## config.mk

```make
export PLATFORM = sky130hd
export DESIGN_NAME = stepper_link_response_tracker
export DESIGN_NICKNAME = d
export VERILOG_FILES = /design/src/rtl/slrt_pkg.sv /design/src/rtl/stepper_link_response_tracker.sv
export VERILOG_INCLUDE_DIRS = /design/src /design/src/rtl
export SDC_FILE = /design/constraint.sdc
export NUM_CORES = 1
export LEC_CHECK = 0
export BUFFER_PORTS_ARGS = -buffer_cell sky130_fd_sc_hd__buf_2
export CAP_MARGIN = 5
export CORE_MARGIN = 2
export CORE_UTILIZATION = 60
export DETAILED_ROUTE_END_ITERATION = 8
export PLACE_DENSITY = 0.79
export SYNTH_ARGS = -nofsm -noshare
export SYNTH_HDL_FRONTEND = slang
export SYNTH_SLANG_ARGS = --single-unit
```

## constraint.sdc

```tcl
create_clock -name clk_i -period 9.95 [get_ports clk_i]
set_input_delay 0.995 -clock clk_i [delete_from_list [all_inputs] [get_ports clk_i]]
set_output_delay 0.995 -clock clk_i [all_outputs]
set_load 0.02 [all_outputs]
```

## src/rtl/stepper_link_response_tracker_defines.svh

```systemverilog
// Assertion macros for the stepper link response tracker.
// Used by modules that declare clk_i and rst_ni; depends on nothing else.
`ifndef STEPPER_LINK_RESPONSE_TRACKER_DEFINES_SVH
`define STEPPER_LINK_RESPONSE_TRACKER_DEFINES_SVH

// The consequent must hold in the same cycle as the antecedent.
`define SLRT_ASSERT_SAME(label, ante, cons, msg) \
  label: assert property (@(posedge clk_i) disable iff (!rst_ni) (ante) |-> (cons)) \
    else $error(msg);

// The consequent must hold in the cycle after the antecedent.
`define SLRT_ASSERT_NEXT(label, ante, cons, msg) \
  label: assert property (@(posedge clk_i) disable iff (!rst_ni) (ante) |=> (cons)) \
    else $error(msg);

`endif

```

## src/rtl/slrt_pkg.sv

```systemverilog
// Shared types, codes and constants for the stepper link response tracker.
// Has no dependencies; the top level refers to it by scoped names.
package slrt_pkg;

  // Frame storage.
  localparam int DataBytes = 8;
  localparam int DataIdxW  = $clog2(DataBytes);
  localparam int CountW    = $clog2(DataBytes + 1);

  // Fixed bytes of the protocol.
  localparam logic [7:0] TailByte = 8'h6B;
  localparam logic [7:0] AckByte  = 8'h02;
  localparam logic [7:0] NegDir   = 8'h01;

  // Query function codes.
  localparam logic [7:0] CodeSpeed  = 8'h35;
  localparam logic [7:0] CodePos    = 8'h36;
  localparam logic [7:0] CodePosErr = 8'h37;
  localparam logic [7:0] CodeStatus = 8'h3A;
  localparam logic [7:0] CodeHome   = 8'h3B;

  // Configuration register indexes.
  localparam logic CfgAddr    = 1'b0;
  localparam logic CfgTimeout = 1'b1;

  localparam logic [7:0] AddrReset    = 8'd1;
  localparam logic [7:0] TimeoutReset = 8'd50;

  typedef enum logic [1:0] {
    CMD_BYTE = 2'd0,
    CMD_SEND = 2'd1,
    CMD_TICK = 2'd2,
    CMD_NONE = 2'd3
  } cmd_e;

  typedef enum logic [1:0] {
    PH_IDLE = 2'd0,
    PH_CODE = 2'd1,
    PH_DATA = 2'd2,
    PH_TAIL = 2'd3
  } phase_e;

  typedef enum logic [2:0] {
    TX_IDLE    = 3'd0,
    TX_PENDING = 3'd1,
    TX_ACK     = 3'd2,
    TX_NACK    = 3'd3,
    TX_TIMEOUT = 3'd4
  } tx_e;

  typedef struct packed {
    logic [1:0] cmd;
    logic [7:0] value;
  } in_item_t;

  typedef struct packed {
    logic              frame_done;
    logic              send_accepted;
    logic [2:0]        tx_status;
    logic [7:0]        reply_ack;
    logic signed [27:0] position_pulses;
    logic signed [15:0] speed_rpm;
    logic signed [27:0] position_error_pulses;
    logic [7:0]        drive_flags;
    logic [7:0]        homing_state;
    logic [7:0]        sequence_res;
  } out_item_t;

  // Number of data bytes carried by a reply with the given function code.
  function automatic logic [2:0] needed_for(logic [7:0] code);
    logic [2:0] n;
    case (code)
      CodeSpeed:           n = 3'd3;
      CodePos, CodePosErr: n = 3'd5;
      default:             n = 3'd1;
    endcase
    return n;
  endfunction

  // True for the codes whose reply carries a reading.
  function automatic logic is_query(logic [7:0] code);
    return (code == CodeSpeed) || (code == CodePos) || (code == CodePosErr) ||
           (code == CodeStatus) || (code == CodeHome);
  endfunction

endpackage

```

## src/rtl/stepper_link_response_tracker.sv

```systemverilog
// Stepper link response tracker: reply frame parser and transaction tracker.
// A result appears in the output register in the cycle after its input transfer.
// Throughput: one item per cycle while results are taken; the single output register sets the rate.
// The encoder magnitude is formed as data bytes arrive, so the tail byte only scales it.
// Reset (rst_ni low, asynchronous): parser idle, transaction idle, readings and
// counters zero, device address 1, timeout 50 ticks; the data byte store is not cleared.
`include "stepper_link_response_tracker_defines.svh"

module stepper_link_response_tracker (
  input  logic                clk_i,
  input  logic                rst_ni,
  input  logic                cfg_we_i,
  input  logic                cfg_index_i,
  input  logic [7:0]          cfg_wdata_i,
  input  logic                in_valid_i,
  output logic                in_ready_o,
  input  slrt_pkg::in_item_t  in_data_i,
  output logic                out_valid_o,
  input  logic                out_ready_i,
  output slrt_pkg::out_item_t out_data_o
);

  // Configuration registers.
  logic [7:0] addr_q, timeout_q;

  // Parser state.
  slrt_pkg::phase_e phase_q, phase_d;
  logic [7:0] code_q, code_d;
  logic [7:0] data_q [slrt_pkg::DataBytes];
  logic [7:0] data_d [slrt_pkg::DataBytes];
  logic [slrt_pkg::CountW-1:0] count_q, count_d;
  logic [2:0] needed_q, needed_d;

  // Transaction state.
  slrt_pkg::tx_e tx_q, tx_d;
  logic [7:0] pend_code_q, pend_code_d;
  logic [7:0] ticks_q, ticks_d;
  logic [7:0] seq_q, seq_d;
  logic [7:0] ack_byte_q, ack_byte_d;

  // Readings.
  logic [27:0] pos_q, pos_d, pos_err_q, pos_err_d;
  logic [15:0] speed_q, speed_d;
  logic [7:0]  status_q, status_d, home_q, home_d;

  // Per-item flags and output handshake.
  logic done_q, done_d, sent_q, sent_d;
  logic out_valid_q;

  // Encoder magnitude prepared from the data bytes.
  logic [31:0] mag_q;
  logic        neg_q;

  logic       accept;
  logic       tail_ok;
  logic       match;
  logic       send_take;
  logic       dir_neg;
  logic [31:0] mag_raw, mag_abs;
  logic        enc_neg;
  logic [37:0] scaled;
  logic [27:0] pulses;
  logic [15:0] raw_speed;

  assign in_ready_o = !out_valid_q || out_ready_i;
  assign accept     = in_valid_i && in_ready_o;

  // Configuration writes.
  always_ff @(posedge clk_i or negedge rst_ni) begin
    if (!rst_ni) begin
      addr_q    <= slrt_pkg::AddrReset;
      timeout_q <= slrt_pkg::TimeoutReset;
    end else if (cfg_we_i) begin
      case (cfg_index_i)
        slrt_pkg::CfgAddr:    addr_q    <= cfg_wdata_i;
        slrt_pkg::CfgTimeout: timeout_q <= cfg_wdata_i;
        default:              addr_q    <= addr_q;
      endcase
    end
  end

  // Parser next state.
  always_comb begin
    phase_d = phase_q;
    if (accept && (in_data_i.cmd == slrt_pkg::CMD_BYTE)) begin
      case (phase_q)
        slrt_pkg::PH_IDLE: begin
          if (in_data_i.value == addr_q) phase_d = slrt_pkg::PH_CODE;
        end
        slrt_pkg::PH_CODE: phase_d = slrt_pkg::PH_DATA;
        slrt_pkg::PH_DATA: begin
          if (count_d >= slrt_pkg::CountW'(needed_q)) phase_d = slrt_pkg::PH_TAIL;
        end
        default: phase_d = slrt_pkg::PH_IDLE;
      endcase
    end
  end

  // Frame fields collected by the parser.
  always_comb begin
    code_d   = code_q;
    count_d  = count_q;
    needed_d = needed_q;
    data_d   = data_q;
    if (accept && (in_data_i.cmd == slrt_pkg::CMD_BYTE)) begin
      case (phase_q)
        slrt_pkg::PH_CODE: begin
          code_d   = in_data_i.value;
          count_d  = '0;
          needed_d = slrt_pkg::needed_for(in_data_i.value);
        end
        slrt_pkg::PH_DATA: begin
          if (count_q < slrt_pkg::CountW'(slrt_pkg::DataBytes)) begin
            data_d[count_q[slrt_pkg::DataIdxW-1:0]] = in_data_i.value;
            count_d = count_q + 1'b1;
          end
        end
        default: count_d = count_q;
      endcase
    end
  end

  // Sign and magnitude of the encoder count, taken from the data bytes as they land.
  always_comb begin
    mag_raw = {data_d[1], data_d[2], data_d[3], data_d[4]};
    dir_neg = (data_d[0] == slrt_pkg::NegDir);
    if (dir_neg) begin
      enc_neg = (mag_raw != 32'd0) && (mag_raw <= 32'h8000_0000);
    end else begin
      enc_neg = mag_raw[31];
    end
    mag_abs = (dir_neg ^ enc_neg) ? (32'd0 - mag_raw) : mag_raw;
  end

  always_ff @(posedge clk_i) begin
    mag_q <= mag_abs;
    neg_q <= enc_neg;
  end

  // Scale counts to pulses: (a * 3200 + 32768) / 65536 == (a * 25 + 256) >> 9.
  always_comb begin
    scaled = ({6'd0, mag_q} << 4) + ({6'd0, mag_q} << 3) + {6'd0, mag_q} + 38'd256;
    pulses = neg_q ? (28'd0 - scaled[36:9]) : scaled[36:9];
    raw_speed = {data_q[1], data_q[2]};
  end

  assign tail_ok = accept && (in_data_i.cmd == slrt_pkg::CMD_BYTE) &&
                   (phase_q == slrt_pkg::PH_TAIL) && (in_data_i.value == slrt_pkg::TailByte);
  assign match   = (tx_q == slrt_pkg::TX_PENDING) && (code_q == pend_code_q);
  assign send_take = accept && (in_data_i.cmd == slrt_pkg::CMD_SEND) &&
                     (tx_q != slrt_pkg::TX_PENDING);

  // Transaction tracking and reading updates.
  always_comb begin
    tx_d        = tx_q;
    pend_code_d = pend_code_q;
    ticks_d     = ticks_q;
    seq_d       = seq_q;
    ack_byte_d  = ack_byte_q;
    pos_d       = pos_q;
    pos_err_d   = pos_err_q;
    speed_d     = speed_q;
    status_d    = status_q;
    home_d      = home_q;
    done_d      = 1'b0;
    sent_d      = 1'b0;
    case (in_data_i.cmd)
      slrt_pkg::CMD_BYTE: begin
        if (tail_ok) begin
          done_d = 1'b1;
          case (code_q)
            slrt_pkg::CodeSpeed:
              speed_d = (data_q[0] == slrt_pkg::NegDir) ? (16'd0 - raw_speed) : raw_speed;
            slrt_pkg::CodePos:    pos_d     = pulses;
            slrt_pkg::CodePosErr: pos_err_d = pulses;
            slrt_pkg::CodeStatus: status_d  = data_q[0];
            slrt_pkg::CodeHome:   home_d    = data_q[0];
            default:              home_d    = home_q;
          endcase
          if (match) begin
            if (slrt_pkg::is_query(code_q)) begin
              tx_d = slrt_pkg::TX_ACK;
            end else begin
              ack_byte_d = data_q[0];
              tx_d = (data_q[0] == slrt_pkg::AckByte) ? slrt_pkg::TX_ACK : slrt_pkg::TX_NACK;
            end
          end
        end
      end
      slrt_pkg::CMD_SEND: begin
        if (tx_q != slrt_pkg::TX_PENDING) begin
          sent_d      = 1'b1;
          seq_d       = seq_q + 8'd1;
          tx_d        = slrt_pkg::TX_PENDING;
          pend_code_d = in_data_i.value;
          ack_byte_d  = 8'd0;
          ticks_d     = timeout_q;
        end
      end
      slrt_pkg::CMD_TICK: begin
        if (tx_q == slrt_pkg::TX_PENDING) begin
          if (ticks_q == 8'd0) tx_d = slrt_pkg::TX_TIMEOUT;
          else ticks_d = ticks_q - 8'd1;
        end
      end
      default: done_d = 1'b0;
    endcase
  end

  // Data byte store; its reset value is never relied on.
  always_ff @(posedge clk_i) begin
    data_q <= data_d;
  end

  // State registers, loaded on each input transfer.
  always_ff @(posedge clk_i or negedge rst_ni) begin
    if (!rst_ni) begin
      phase_q     <= slrt_pkg::PH_IDLE;
      code_q      <= '0;
      count_q     <= '0;
      needed_q    <= '0;
      tx_q        <= slrt_pkg::TX_IDLE;
      pend_code_q <= '0;
      ticks_q     <= '0;
      seq_q       <= '0;
      ack_byte_q  <= '0;
      pos_q       <= '0;
      pos_err_q   <= '0;
      speed_q     <= '0;
      status_q    <= '0;
      home_q      <= '0;
      done_q      <= 1'b0;
      sent_q      <= 1'b0;
    end else if (accept) begin
      phase_q     <= phase_d;
      code_q      <= code_d;
      count_q     <= count_d;
      needed_q    <= needed_d;
      tx_q        <= tx_d;
      pend_code_q <= pend_code_d;
      ticks_q     <= ticks_d;
      seq_q       <= seq_d;
      ack_byte_q  <= ack_byte_d;
      pos_q       <= pos_d;
      pos_err_q   <= pos_err_d;
      speed_q     <= speed_d;
      status_q    <= status_d;
      home_q      <= home_d;
      done_q      <= done_d;
      sent_q      <= sent_d;
    end
  end

  // Output valid: set by an input transfer, cleared when the result transfer completes.
  always_ff @(posedge clk_i or negedge rst_ni) begin
    if (!rst_ni) begin
      out_valid_q <= 1'b0;
    end else if (in_ready_o) begin
      out_valid_q <= in_valid_i;
    end
  end

  // The state registers double as the result register; they only move on a transfer.
  assign out_valid_o = out_valid_q;
  always_comb begin
    out_data_o.frame_done            = done_q;
    out_data_o.send_accepted         = sent_q;
    out_data_o.tx_status             = tx_q;
    out_data_o.reply_ack             = ack_byte_q;
    out_data_o.position_pulses       = pos_q;
    out_data_o.speed_rpm             = speed_q;
    out_data_o.position_error_pulses = pos_err_q;
    out_data_o.drive_flags           = status_q;
    out_data_o.homing_state          = home_q;
    out_data_o.sequence_res          = seq_q;
  end

  // A taken send always leaves the transaction pending.
  `SLRT_ASSERT_SAME(a_sent_pending, out_valid_o && sent_q, tx_q == slrt_pkg::TX_PENDING, "send not pending")
  // A taken send loads the timeout counter from the configuration.
  `SLRT_ASSERT_NEXT(a_send_loads_ticks, send_take, ticks_q == $past(timeout_q), "ticks not loaded")
  // A good tail byte in the tail phase completes a frame and returns the parser to idle.
  `SLRT_ASSERT_NEXT(a_tail_done, tail_ok, done_q && (phase_q == slrt_pkg::PH_IDLE), "tail not done")
  // The parser reaches the tail phase only with all data bytes collected.
  `SLRT_ASSERT_SAME(a_tail_count, phase_q == slrt_pkg::PH_TAIL, count_q >= slrt_pkg::CountW'(needed_q), "early tail")

endmodule

```

==> flow_metrics.tcl <==
set metrics [dict create \
    p_sw_frac 0.303 \
    cp_max_fo 26 \
    ys_warn_count 0 \
    core-area_mm2 0.0227 \
    period_share 0.568 \
    setup_tns_ns 0 \
    synthCells 1464 \
    syn_nets 1597 \
    synthAdderAreaFrac 0.113 \
    cts_sinks 231 \
    h-tree-depth 1 \
    die_area_mm2 0.0245 \
    postCtsSetupBuffers 0 \
    yosysUniqueCellTypes 88 \
    drv_cap 0 \
    io_buffer_count 134 \
    die_h_um 156 \
    syn_area_mm2 0.0139 \
    holdBufCountCts 0 \
    min_period_ns 5.65 \
    drive_gt1_frac 0.195 \
    drtAntennaViolNets 0 \
    finalPower_mw 2.52 \
    gp_congestion 0.892 \
    grt_pass1_vias 10700 \
    insertion_delay_ns 0.54 \
    synth_top_family_by_area "simple AND/OR/NAND/NOR gates" \
    remaining_drc_errors 0 \
    post_synth.cell_area_avg_um2 9.52 \
    power.switching_mw 0.764 \
    start_kind "input port" \
    hold_viol_final 0 \
    track_usage 0.254 \
    cts_root_buf "clkbuf_16" \
    clock_skew_ns 0.0236 \
    initial_core_util 0.614 \
    antennaDiodeCount 0 \
    synth-edff-count 0 \
    power.share.sequential 0.457 \
    drt-pass1-iter-count 4 \
    viasPerCell 5.77 \
    end_kind "register" \
    dp_hpwl_mm 22.6 \
    cp.required_ns 10.35 \
    row_count 55 \
    worstSetupPathType "input port to register" \
    num-nets-final 1701 \
    chipWidth_um 156 \
    cts_tree "yes" \
    area_growth_pct 11.4 \
    synth_mux_area_frac 0.0987 \
    slew_violations 0 \
    numCtsBuffers 24 \
    worst_pin_slew_ns 1.17 \
    clk_pin_slew_ns 0.05 \
    finalSetupViolCount 0 \
    peakVddDrop_v 0.000176 \
    fill_cells 1789 \
    ioPinCount 135 \
    grt_max_degree 83 \
    synthXorXnorAreaFrac 0.0720 \
    fin_hold_ws_ns 0.475 \
    grt_setup_unrepaired "no" \
    pwr-share-comb 0.194 \
    yosysSeqAreaShare 0.389 \
    wl_mm 31.0 \
    status "completed" \
    clock.fmax_mhz 177 \
    antenna_found_initial 0 \
    overflow 0 \
    wl_per_cell_um 16.6 \
    slew_headroom 0.213 \
    cts-resized-gates 0 \
    cts_buffer_depth 3 \
    clock_power_share 0.349 \
    synthFlopType "dfrtp_1" \
    async_flop_share 0.688 \
    arrival_ns 6.05 \
    via_count 10800 \
    synth_compound_area_frac 0.126 \
    grt_pass1_wl_mm 50.9 \
    p_leak_nw 8.00 \
    yosys.area_share.simple 0.151 \
    power_density_mw_per_mm2 162 \
    initialDrtViolationCount 559 \
    hold_path.class "register to register" \
    internal-power_mw 1.76 \
    ys_ff_latch 231 \
]
==> cells by family (layout without fill, tap and decap cells) <==
| kind of cell | after synthesis | count (layout) |
|---|---|---|
| compound gates | 278 | 278 |
| xor+xnor | 112 | 112 |
| fa+ha+maj | 109 | 109 |
| buf+inv | 178 | 300 |
| flops | 231 | 231 |
| mux | 125 | 125 |
| simple gates | 431 | 431 |
==> stage by stage <==
stage               area, um2  worst slack, ns   util  instances
floorplan               13900             5.10      -       1464
global placement        14800             4.00  0.650       1827
detailed placement      14800             3.88  0.650       1827
CTS                     15500             4.39  0.684       1871
global route            15500             3.82  0.684       1871
finish                  15500             4.30  0.684       1871
==> worst max-delay path, stage by stage <==
cell,delay (ns)
buf_2,0.11
inv_1,0.07
ha_1,0.31
and3b_1,0.24
nand4_1,0.68
mux2_2,0.56
inv_1,0.06
ha_1,0.15
inv_1,0.06
a2111oi_0,0.73
nand4_1,0.26
and4bb_2,0.38
nand4_1,0.16
xnor2_2,0.95
nor2_1,0.17
xnor2_1,0.17
==> registers in the layout, indices dropped and copies added, names as in the netlist, 16 cells and up <==
register / count
pos_err_q: 28
data_q: 40
mag_q: 31
speed_q: 16
pos_q: 28
==> cell usage after synthesis (9+ instances only) <==
library cell  instances  area [um2]
mux2_2               97        1090
buf_2                10        50.1
xnor2_1              53         464
mux2i_1              26         260
nor3_1               21         105
nand4_1              21         131
o31ai_1               9        67.6
dfxtp_1              72        1440
nand3_1              33         165
nor2b_1               9        56.3
ha_1                 81        1010
inv_1               116         435
nand2b_1             16         100
a21oi_1              93         465
o21ai_0              84         420
nor4_1                9        56.3
xor2_1               56         490
and2_1               11        68.8
nor2_1              134         503
nand2_1             119         447
clkbuf_1             44         165
or3_1                11        68.8
fa_1                 28         561
dfrtp_1             155        3880
==> cell usage in the layout, fill, tap and decap left out, drive strengths merged, types with 6 or more instances in the layout <==
| cell type | n |
|---|---|
| o21ai | 86 |
| fa | 28 |
| inv | 116 |
| o22ai | 7 |
| mux2i | 26 |
| a21oi | 94 |
| or3 | 11 |
| nand3 | 33 |
| nor3 | 21 |
| and2 | 12 |
| o211ai | 7 |
| a21o | 9 |
| or4 | 8 |
| o21a | 6 |
| nand2 | 119 |
| xnor2 | 54 |
| clkinv | 6 |
| o31ai | 10 |
| ha | 81 |
| nor4 | 9 |
| a211oi | 6 |
| nor2b | 9 |
| xor2 | 58 |
| mux2 | 99 |
| and3 | 6 |
| nor3b | 7 |
| clkbuf | 37 |
| dfrtp | 155 |
| nor2 | 134 |
| a22o | 7 |
| dfxtp | 72 |
| buf | 140 |
| nand4 | 22 |
| nand2b | 16 |
==> per-layer routing <==
layer  global-route usage  share of wire  routed length [um]  vias up
li1                     -              -                   -     5281
met3               0.0302          0.044                1370       69
met1                0.320           0.43               13500     5157
met4               0.0874          0.031                 959        0
met2                0.451           0.49               15200      295
met5                    0              0                   0        -
==> path summary, 6_finish.rpt <==
path	slack, ns	startpoint	cells after the start	endpoint
setup / recovery	4.30	in_data_i[8]	16	mag_q[17]
hold / removal	0.47	pos_q[8]	2	pos_q[8]
setup reg to reg	4.37	phase_q[0]	15	mag_q[17]
hold reg to reg	0.47	pos_q[8]	2	pos_q[8]
max in group asynchronous	8.02	rst_ni	2	code_q[1]
min in group asynchronous	0.50	rst_ni	1	pos_err_q[0]
==> power groups by stage <==
stage / Combinational (mW) / Sequential [mW] / Clock [mW]
after CTS: 0.490 / 1.15 / 0.893
final: 0.489 / 1.15 / 0.880
after global placement: 0.466 / 1.16 / 0
after global routing: 0.547 / 1.17 / 0.927
after floorplan: 0.347 / 1.16 / 0
after detailed placement: 0.483 / 1.17 / 0
==> area by class of cell <==
type | instances | area [um2] | share of cell area
multi-input cells | 1055 | 7810 | 0.503
flip-flops and latches | 231 | 5430 | 0.349
repair buffers | 140 | 722 | 0.0465
clock buffers | 37 | 689 | 0.0444
inverters | 116 | 435 | 0.0280
well taps | 285 | 357 | 0.0230
clock inverters | 7 | 85.1 | 0.00548
Power figures use the tool's default switching activity.
